==> config.mk <==
export PLATFORM = sky130hd
export DESIGN_NAME = fmsam_fifo
export DESIGN_NICKNAME = d
export VERILOG_FILES = /design/src/hdl/fmsam_fifo.sv
export SDC_FILE = /design/constraint.sdc
export NUM_CORES = 1
export LEC_CHECK = 0
export BUFFER_PORTS_ARGS = -buffer_cell sky130_fd_sc_hd__buf_2
export CORE_AREA = 2 2 77 79
export DETAILED_ROUTE_END_ITERATION = 8
export DIE_AREA = 0 0 79 81
export PLACE_DENSITY = 0.71
export SLEW_MARGIN = 15
export SYNTH_ARGS = -nofsm -noshare
export SYNTH_HDL_FRONTEND = slang
export SYNTH_SLANG_ARGS = --single-unit
==> constraint.sdc <==
create_clock -name clock -period 2.9 [get_ports clock]
set_clock_uncertainty 0.05 [all_clocks]
set_input_delay 0.725 -clock clock [delete_from_list [all_inputs] [get_ports clock]]
set_output_delay 0.725 -clock clock [all_outputs]
set_load 0.01 [all_outputs]
==> src/hdl/fmsam_fifo.sv <==
// Small register queue between the matrix front end and the filter and gain back end.
module fmsam_fifo #(
   parameter int WIDTH = 32,
   parameter int DEPTH = 2
) (
   input  logic             clock,
   input  logic             reset,
   input  logic             push,
   input  logic [WIDTH-1:0] push_data,
   output logic             full,
   input  logic             pop,
   output logic [WIDTH-1:0] head_data,
   output logic             empty
);

   localparam int PW = (DEPTH > 1) ? $clog2(DEPTH) : 1;
   localparam int CW = $clog2(DEPTH + 1);

   logic [WIDTH-1:0] entry_ff [DEPTH];
   logic [PW-1:0]    wr_ptr_ff;
   logic [PW-1:0]    rd_ptr_ff;
   logic [CW-1:0]    count_ff;
   logic             do_push;
   logic             do_pop;

   assign full      = (count_ff == CW'(DEPTH));
   assign empty     = (count_ff == '0);
   assign do_push   = push && !full;
   assign do_pop    = pop && !empty;
   assign head_data = entry_ff[rd_ptr_ff];

   always_ff @(posedge clock) begin
      if (do_push) begin
         entry_ff[wr_ptr_ff] <= push_data;
      end
      if (reset) begin
         wr_ptr_ff <= '0;
         rd_ptr_ff <= '0;
         count_ff  <= '0;
      end else begin
         if (do_push) begin
            wr_ptr_ff <= (wr_ptr_ff == PW'(DEPTH - 1)) ? '0 : wr_ptr_ff + PW'(1);
         end
         if (do_pop) begin
            rd_ptr_ff <= (rd_ptr_ff == PW'(DEPTH - 1)) ? '0 : rd_ptr_ff + PW'(1);
         end
         if (do_push && !do_pop) begin
            count_ff <= count_ff + CW'(1);
         end else if (do_pop && !do_push) begin
            count_ff <= count_ff - CW'(1);
         end
      end
   end

endmodule

==> run metrics <==
Post-Syn Nets=approximately 160; DR iter-0 viols=80; hold buffers post-CTS=0; delay of the slowest critical-path stage=370 ps; Root Driver=clkbuf_8; Mapped Cells=between 100 and 150; initial antenna violation count=0; DRC=0; GPL Wtd Cong=0.664; unrepaired setup endpoints after global routing=no; LEAKAGE=1.21 nW; ratio of routed vias to standard cells=~4.7; HP Class=register to register; max_slew headroom=0.706; maximum clock frequency=0.453 GHz; endpoints failing hold=0; vias post-DR=~1300; average size of a mapped cell=approximately 20 um^2; minimum clock period=2210 ps; clk_lat worst skew=about 320 ps; CTS tree=done; fin nets=242; # setup viols final=0; Yosys Warn Count=0; pwr dens=between 800 and 900 mW/mm^2; final worst path period share=0.761; clk sinks=69; die area=~0.0064 mm^2; synthesis-to-layout area growth=25.3%; worst slack, placed=811 ps; core area=~0.0057 mm^2; hpwl dp=roughly 2700 um; n_diodes=0; kind of launch point of the worst setup path=register; most frequent cells in the layout=69 x buf_2, 64 x edfxtp_1, 30 x mux2_2; CP max FO=19; Worst EP arrival=approximately 1400 ps; maxcap violations=0; filler cell count=around 490; Routed Antenna Nets=0; initial core utilization=0.445; status=finished clean; clk buf depth=2; sequential area share after synthesis=0.800; max-slew violations=0; fraction of final layout cells sized beyond drive strength 1=0.571; largest net degree at the start of global routing=33; commonest non-fill, non-tap cell in the layout=buf_2; Global Route Usage Sum=0.129; postcts setup bufs=0; kind of critical path=register to output port; grt total ovfl=0; Total Wirelength=~4000 um; Post-CTS Resized=0; multi-input combinational cell area=roughly 470 um^2; row count=28; Peak VDD IR=654 uV; IO Count=70; Setup Total Neg Slack=0 ps; setup slack after layout=approximately 690 ps; Pre-antenna DRT Iters=4; first-pass GRT wire length=about 6000 um; Synth top area share=0.761; synthesized area=0.00253 mm^2; Area contributors post-synth=edfxtp_1 76%, mux2_2 13%, dfxtp_1 4.0%, xor2_1 1.0%, buf_4 0.89%; Tot Pwr=~2.7 mW; die height=81 um; Required @ worst endpoint=~2100 ps; Routed WL per cell=~14 um; slowest CP cell=mux2_2; FF/Latch Area=about 0.002 mm^2; Slew @ Worst Pin=441 ps; crit-path cells=buf_4 > mux2_2 > buf_2; number of port buffers=69; register clock-pin slew on the reported worst setup and hold paths=around 60 ps; Die Wd=between 70 and 80 um; Hold Worst Slack=438 ps; synth unique cells=15; number of global-route vias before repair=approximately 1300; CP Capture Type=output port; Seq cells post-synth=69; Num CTS Buffers=9; # H-tree levels=3; post-synth top area cell=edfxtp_1
## worst max-delay path, delay by kind of cell (launching register included)
family,cells,cell delay [ps]
buffers and inverters,2,400
muxes,1,370
DFF,1,330
## path summary, 6_finish.rpt
kind                            startpoint  slack (ps)                   endpoint  cells after the start
setup / recovery                  register         690              head_data[20]                      3
hold / removal      wr_ptr_ff$_SDFFE_PP0P_         440     wr_ptr_ff$_SDFFE_PP0P_                      2
setup reg to reg  count_ff[0]$_SDFFE_PP0P_        1190  entry_ff[0][18]$_DFFE_PP_                      4
hold reg to reg     wr_ptr_ff$_SDFFE_PP0P_         440     wr_ptr_ff$_SDFFE_PP0P_                      2
## layer usage
metal | wire [um] | part of all wire | vias up | global-route usage
li1 | - | - | 642 | -
met4 | 61 | 0.015 | 0 | 0.0828
met3 | 166 | 0.041 | 6 | 0.0333
met1 | 1550 | 0.38 | 648 | 0.138
met2 | 2250 | 0.56 | 32 | 0.229
met5 | 0 | 0 | - | 0
## cells by family after synthesis
family                   share of synthesized area
AO/OA/AOI/OAI                              0.00990
XOR/XNOR                                    0.0104
adder cells (fa/ha/maj)                    0.00495
buffers and inverters                       0.0134
flip-flops                                   0.800
multiplexers                                 0.143
AND/OR/NAND/NOR                             0.0183
## cell type report
type	instances	area share
Sequential cell	69	0.639
Multi-Input combinational cell	50	0.149
Timing Repair Buffer	73	0.119
Clock buffer	13	0.0565
Tap cell	75	0.0296
Clock inverter	3	0.00553
Inverter	2	0.00237
## Yosys cell counts
cell / number
edfxtp_1: 64
mux2_2: 30
dfxtp_1: 5
nor2_1: 5
buf_4: 3
o21ai_0: 3
xor2_1: 3
a21oi_1: 2
inv_1: 2
mux2_1: 2
or3_1: 2
and2_1: 1
clkbuf_1: 1
ha_1: 1
nor2b_2: 1
## flip-flops by register name, indices dropped and copies added, names as in the netlist, named ones only
signal     cells
rd_ptr_ff      1
entry_ff      64
count_ff       2
wr_ptr_ff      1
## through the flow
stage / cells / utilization / cell area (um^2)
floorplan: 125 / - / 2530
global placement: 269 / 0.523 / 2970
detailed placement: 269 / 0.523 / 2970
CTS: 285 / 0.558 / 3170
global route: 285 / 0.558 / 3170
finish: 285 / 0.558 / 3170
## power by group
group	internal, mW	total [mW]	switching [mW]
registers	1.25	1.30	0.0411
clock network	0.401	0.721	0.320
logic	0.327	0.688	0.360
total	1.98	2.70	0.721
Note: power is estimated with default switching activity, not from simulation.
