## src/hdl/fmsam_pkg.sv

```systemverilog
// Shared constants, register indexes and configuration type of the FM stereo audio matrix.
package fmsam_pkg;

   localparam int SAMPLE_WIDTH_DEF     = 16;
   localparam int DEEMPH_FRAC_BITS_DEF = 8;
   localparam int QUEUE_DEPTH          = 2;

   localparam int CSR_INDEX_WIDTH = 3;
   localparam int CSR_DATA_WIDTH  = 16;

   // Register indexes.
   localparam logic [CSR_INDEX_WIDTH-1:0] CSR_PANO_ENABLE   = 3'd0;
   localparam logic [CSR_INDEX_WIDTH-1:0] CSR_PANORAMA_GAIN = 3'd1;
   localparam logic [CSR_INDEX_WIDTH-1:0] CSR_OUTPUT_SELECT = 3'd2;
   localparam logic [CSR_INDEX_WIDTH-1:0] CSR_DEEMPH_ALPHA  = 3'd3;
   localparam logic [CSR_INDEX_WIDTH-1:0] CSR_VOLUME_GAIN   = 3'd4;
   localparam logic [CSR_INDEX_WIDTH-1:0] CSR_BALANCE       = 3'd5;

   // Output selection codes.
   localparam logic [2:0] SEL_STEREO    = 3'd0;
   localparam logic [2:0] SEL_SWAPPED   = 3'd1;
   localparam logic [2:0] SEL_LEFT      = 3'd2;
   localparam logic [2:0] SEL_RIGHT     = 3'd3;
   localparam logic [2:0] SEL_SUM       = 3'd4;
   localparam logic [2:0] SEL_DIFF      = 3'd5;
   localparam logic [2:0] SEL_DIFF_TEST = 3'd6;

   // Volume and balance scaling: divide by 4096 * 100 = 2^14 * 25, rounded.
   localparam int GAIN_ROUND = 204800;
   localparam int GAIN_SHIFT = 14;
   localparam int GAIN_DIV   = 25;
   localparam int PCT_FULL   = 100;

   typedef struct packed {
      logic               pano_enable;
      logic [9:0]         panorama_gain;
      logic [2:0]         output_select;
      logic [15:0]        deemph_alpha;
      logic [15:0]        volume_gain;
      logic signed [7:0]  balance;
   } cfg_type;

   localparam cfg_type CFG_RESET = '{
      pano_enable:   1'b0,
      panorama_gain: 10'd256,
      output_select: SEL_STEREO,
      deemph_alpha:  16'd6827,
      volume_gain:   16'd2048,
      balance:       8'sd0
   };

endpackage

```

## src/hdl/fmsam_front.sv

```systemverilog
// Front end: takes a sum and difference sample, applies panorama weight, matrix and selection.
module fmsam_front #(
   parameter int SAMPLE_WIDTH = 16
) (
   input  logic                      clock,
   input  logic                      reset,
   input  fmsam_pkg::cfg_type        cfg,
   input  logic                      in_valid,
   output logic                      in_ready,
   input  logic signed [SAMPLE_WIDTH-1:0] in_sum,
   input  logic signed [SAMPLE_WIDTH-1:0] in_diff,
   output logic                      push,
   output logic [2*SAMPLE_WIDTH-1:0] push_data,
   input  logic                      full
);
   import fmsam_pkg::*;

   localparam int SW = SAMPLE_WIDTH;
   localparam int PW = SW + 11;

   localparam logic signed [SW+2:0] D_MAX = (SW+3)'((longint'(1) << (SW - 1)) - 1);
   localparam logic signed [SW+2:0] D_MIN = (SW+3)'(-(longint'(1) << (SW - 1)));
   localparam logic signed [SW:0]   M_MAX = (SW+1)'((longint'(1) << (SW - 1)) - 1);
   localparam logic signed [SW:0]   M_MIN = (SW+1)'(-(longint'(1) << (SW - 1)));

   typedef enum logic [1:0] {F_IDLE, F_MUL, F_PUSH} fstate_type;

   fstate_type              state_ff;
   logic signed [SW-1:0]    sum_ff;
   logic signed [SW-1:0]    diff_ff;
   logic signed [PW-1:0]    prod_ff;

   logic signed [PW-1:0]    prod_in;
   logic signed [PW-1:0]    prod_rnd;
   logic signed [SW+2:0]    d_wide;
   logic signed [SW-1:0]    d_val;
   logic signed [SW:0]      l_wide;
   logic signed [SW:0]      r_wide;
   logic signed [SW-1:0]    l_val;
   logic signed [SW-1:0]    r_val;
   logic signed [SW-1:0]    a_val;
   logic signed [SW-1:0]    b_val;

   assign in_ready = (state_ff == F_IDLE);
   assign push     = (state_ff == F_PUSH);
   assign prod_in  = PW'(diff_ff) * PW'($signed({1'b0, cfg.panorama_gain}));

   always_comb begin
      prod_rnd = prod_ff + PW'(128);
      d_wide   = (SW+3)'(prod_rnd >>> 8);
      if (!cfg.pano_enable) begin
         d_val = diff_ff;
      end else if (d_wide > D_MAX) begin
         d_val = SW'(D_MAX);
      end else if (d_wide < D_MIN) begin
         d_val = SW'(D_MIN);
      end else begin
         d_val = SW'(d_wide);
      end

      l_wide = (SW+1)'(sum_ff) + (SW+1)'(d_val);
      r_wide = (SW+1)'(sum_ff) - (SW+1)'(d_val);
      l_val  = (l_wide > M_MAX) ? SW'(M_MAX) : (l_wide < M_MIN) ? SW'(M_MIN) : SW'(l_wide);
      r_val  = (r_wide > M_MAX) ? SW'(M_MAX) : (r_wide < M_MIN) ? SW'(M_MIN) : SW'(r_wide);

      unique case (cfg.output_select)
         SEL_SWAPPED: begin
            a_val = r_val;
            b_val = l_val;
         end
         SEL_LEFT: begin
            a_val = l_val;
            b_val = l_val;
         end
         SEL_RIGHT: begin
            a_val = r_val;
            b_val = r_val;
         end
         SEL_SUM: begin
            a_val = sum_ff;
            b_val = sum_ff;
         end
         SEL_DIFF, SEL_DIFF_TEST: begin
            a_val = d_val;
            b_val = d_val;
         end
         default: begin
            // Stereo, and the unused code behaves the same.
            a_val = l_val;
            b_val = r_val;
         end
      endcase
   end

   assign push_data = {b_val, a_val};

   always_ff @(posedge clock) begin
      if (reset) begin
         state_ff <= F_IDLE;
      end else begin
         unique case (state_ff)
            F_IDLE: begin
               if (in_valid) begin
                  sum_ff   <= in_sum;
                  diff_ff  <= in_diff;
                  state_ff <= F_MUL;
               end
            end
            F_MUL: begin
               prod_ff  <= prod_in;
               state_ff <= F_PUSH;
            end
            F_PUSH: begin
               if (!full) begin
                  state_ff <= F_IDLE;
               end
            end
            default: state_ff <= F_IDLE;
         endcase
      end
   end

endmodule

```

## config.mk

```make
export PLATFORM = sky130hd
export DESIGN_NAME = fmsam_front
export DESIGN_NICKNAME = d
export VERILOG_FILES = /design/src/hdl/fmsam_pkg.sv /design/src/hdl/fmsam_front.sv
export SDC_FILE = /design/constraint.sdc
export NUM_CORES = 1
export LEC_CHECK = 0
export ABC_AREA = 1
export BUFFER_PORTS_ARGS = -buffer_cell sky130_fd_sc_hd__buf_2
export CAP_MARGIN = 20
export CORE_MARGIN = 1.5
export CORE_UTILIZATION = 56
export DETAILED_ROUTE_END_ITERATION = 6
export MAX_ROUTING_LAYER = met4
export PLACE_DENSITY_LB_ADDON = 0.12
export SETUP_SLACK_MARGIN = 0.3
export SLEW_MARGIN = 15
export SYNTH_ARGS = -nofsm -noshare
export SYNTH_HDL_FRONTEND = slang
export SYNTH_SLANG_ARGS = --single-unit
```

## constraint.sdc

```tcl
create_clock -name clock -period 4.86 [get_ports clock]
set_input_delay 0.486 -clock clock [delete_from_list [all_inputs] [get_ports clock]]
set_output_delay 0.486 -clock clock [all_outputs]
set_load 0.1 [all_outputs]
```

==> flow_summary.toml <==
[timing]
slew_headroom_pct = 26.5
fmax_ghz = 0.202
min_period_ns = 4.96
setup_slack_ns = -0.101
period_share_pct = 102
final_max_slew_viol_count = 0
rsz0062_at_grt = "true"
fin_skew_ns = 0.0113
setup_violations = 8
hold_violations = 0
worst_slew_pin_slew_ns = 1.10

[clock_tree]
clkSlewWorstSetupHoldPaths_ns = 0.09
numCtsBuffers = 5
cts-root-buf = "clkbuf_16"
cts_tree = "yes"
cts_hold_buf = 0
clk_path_buf_depth = 2
clock-sinks = 54
clk_latency_ns = 0.33
htree_num_levels = 2

[routing]
vias = 12200
detail_route.first_pass.iterations = 7
detail_route.wl_per_cell_um = 18.9
top_layer = "met4"
viasPerCell = 5.56
drcViolationCount = 1
wl_um = 41400
postRouteAntennaNets = 0
drtIter0Drc = 887
wl_met3_um = 2500
wl_met2_um = 21200
wl_met1_um = 15500

[power_and_ir_drop]
peakVddDrop_mv = 0.514
p_per_area_mw_per_mm2 = 777
p_leak_uw = 0.00886
finalPower_uw = 13500

[logic_synthesis]
synth_area_leaders = "fa_1, nand2_1, edfxtp_1"
synth_cell_types = 44
synthSimpleGateAreaFrac_pct = 28.3
synth-xor-area-share_pct = 4.07
syn_inst = 1652
ys_warn_count = 0
synth_compound_area_share_pct = 5.49
synthFlopType = "edfxtp_1"
avgSynthCellArea_sq_um = 7.17
synth-adder-area-share_pct = 34.3
synth-seq-cells = 54
synth_area_sq_mm = 0.0119
synth_enable_flop_cells = 52
synth_top_family_by_area = "adder cells"
async_flop_share_pct = 0
synth.top_cell.area_share_pct = 24.7
syn_nets = 1979
ys_seq_area_share_pct = 13.5
synth_top_cells_by_count = "nand2_1, inv_1, fa_1, ha_1, nor2_1"
yosysMostFrequentCell = "nand2_1"
muxShareOfSynthArea_pct = 0
synth_area_leader_cell = "fa_1"

[status]
violations = "DRC, setup timing"
status = "finished with violations"

[final_layout]
fin_cells = 2193
nets = 2244
layout-drive-gt1-share_pct = 42.6
n_antenna_cell = 0
area_growth_pct = 47.0
fillers = 1169

[worst_setup_path]
crit_required_ns = 4.94
cpMostUsedCell = "inv_2"
worstSetupPathType = "flip-flop to flip-flop"
end_kind = "flip-flop"
max_stage_delay_ns = 0.55
reg2reg_depth = 20
cpMaxStageDelayCell = "fa_2"
crit_family = "adder cells"
cp-start-kind = "flip-flop"
critPathBufInv = 6
cp_cell_sequence = "buf_6 -> buf_6 -> nand2_2 -> inv_2 -> fa_1 -> fa_2 -> inv_2 -> fa_2 -> fa_1 -> inv_2 -> fa_2 -> ha_4 -> nand2_4 -> nor2_4 -> inv_2 -> nor3_2 -> nand3_1 -> nand3_4 -> a21oi_2 -> xor2_1"
cp.arrival_ns = 5.04
cp_max_fo = 5
crit_cells = 20

[die]
start_util_pct = 56.7
die_area_sq_mm = 0.0220
design.core.area_sq_mm = 0.0209
dieWidth_um = 148
rows = 53
die_y_um = 148
ioPinCount = 124

[min_path]
hold_path.class = "primary input to flip-flop"
holdPathStages = 1

[grt]
grt_antenna_before_repair = 0
track_usage_pct = 33.7
grt_first_pass_wirelength_um = 56900
grt_max_degree = 33
grt_overflow = 0
grt_pass1_vias = 11500

[place]
dpl.hpwl_um = 28100
dp.cells = 2084
globalplace.congestion = 0.948
numPortBuffers = 83

[run]
cap_violations = 0
[per-layer routing]
metal	vias to the layer above	track usage [%]
met2	581	59.4
met3	216	1.99
li1	5512	-
met4	0	12.2
met5	-	-
met1	5891	41.0
[logic make-up after synthesis]
family	Yosys count
flip-flops	54
buffers and inverters	431
AO/OA/AOI/OAI	108
AND/OR/NAND/NOR	767
adder cells (fa/ha/maj)	237
XOR/XNOR	55
[sequential cells by signal, indices dropped and copies added, names as in the netlist]
signal    cells
prod_ff      20
diff_ff      16
sum_ff       16
state_ff      2
[worst reg2reg max path, delay by kind of cell (launching register included)]
| family | cells | cell delay, ns |
|---|---|---|
| AOI/OAI and AO/OA | 1 | 0.07 |
| xor gates and xnor gates | 1 | 0.14 |
| adders and majority gates | 6 | 2.76 |
| buffers and inverters | 6 | 0.49 |
| DFF | 1 | 0.53 |
| and+or+nand+nor | 6 | 0.73 |
[metrics by stage]
stage / TNS [ns] / util, % / worst slack [ns] / hold WS (ns) / area, sq um
floorplan: 0 / - / 0.0372 / 0.474 / 12500
global placement: -2.56 / 68.5 / -0.305 / 0.497 / 14300
detailed placement: -3.21 / 68.5 / -0.339 / 0.506 / 14300
CTS: -0.0531 / 72.5 / -0.0339 / 0.342 / 15100
global route: -3.85 / 83.4 / -0.278 / 0.341 / 17400
finish: -0.342 / 83.4 / -0.101 / 0.324 / 17400
[report_power, final]
part | leakage (uW) | switching (uW) | internal (uW)
clock network | 0.0000759 | 227 | 199
registers | 0.000496 | 69.2 | 778
logic | 0.00828 | 6800 | 5460
[area by class of cell]
cell class	count	area, sq um	share of cell area [%]
multi-input cells	1171	11000	63.1
repair buffers	310	2900	16.7
flip-flops and latches	54	1600	9.20
inverters	375	1430	8.23
well taps	275	344	1.98
clock buffers	5	125	0.718
clock inverters	3	28.8	0.165
[worst paths after layout]
check / startpoint / to / slack, ns
worst max-delay path: diff_ff[6] / prod_ff[24] / -0.10
worst max register to register: diff_ff[6] / prod_ff[24] / -0.10
worst min-delay path: in_sum[3] / sum_ff[3] / 0.32
worst min register to register: state_ff[0] / state_ff[1] / 0.53
[cells in the final DEF, fill, tap and decap left out, types with 51 or more instances in the layout]
cell type,instances
nand2_1,333
inv_1,311
buf_4,175
fa_1,129
nand2_2,120
nand2_4,78
inv_2,55
ha_1,52
edfxtp_1,52
buf_2,51
[timing repair]
action | in CTS | in global routing
cloned | 4 | 1
pin swaps | 76 | 249
setup endpoints to repair | 51 | 51
setup buffers | 17 | 79
resized for setup | 117 | 432
(Power assumes the default switching activity.)
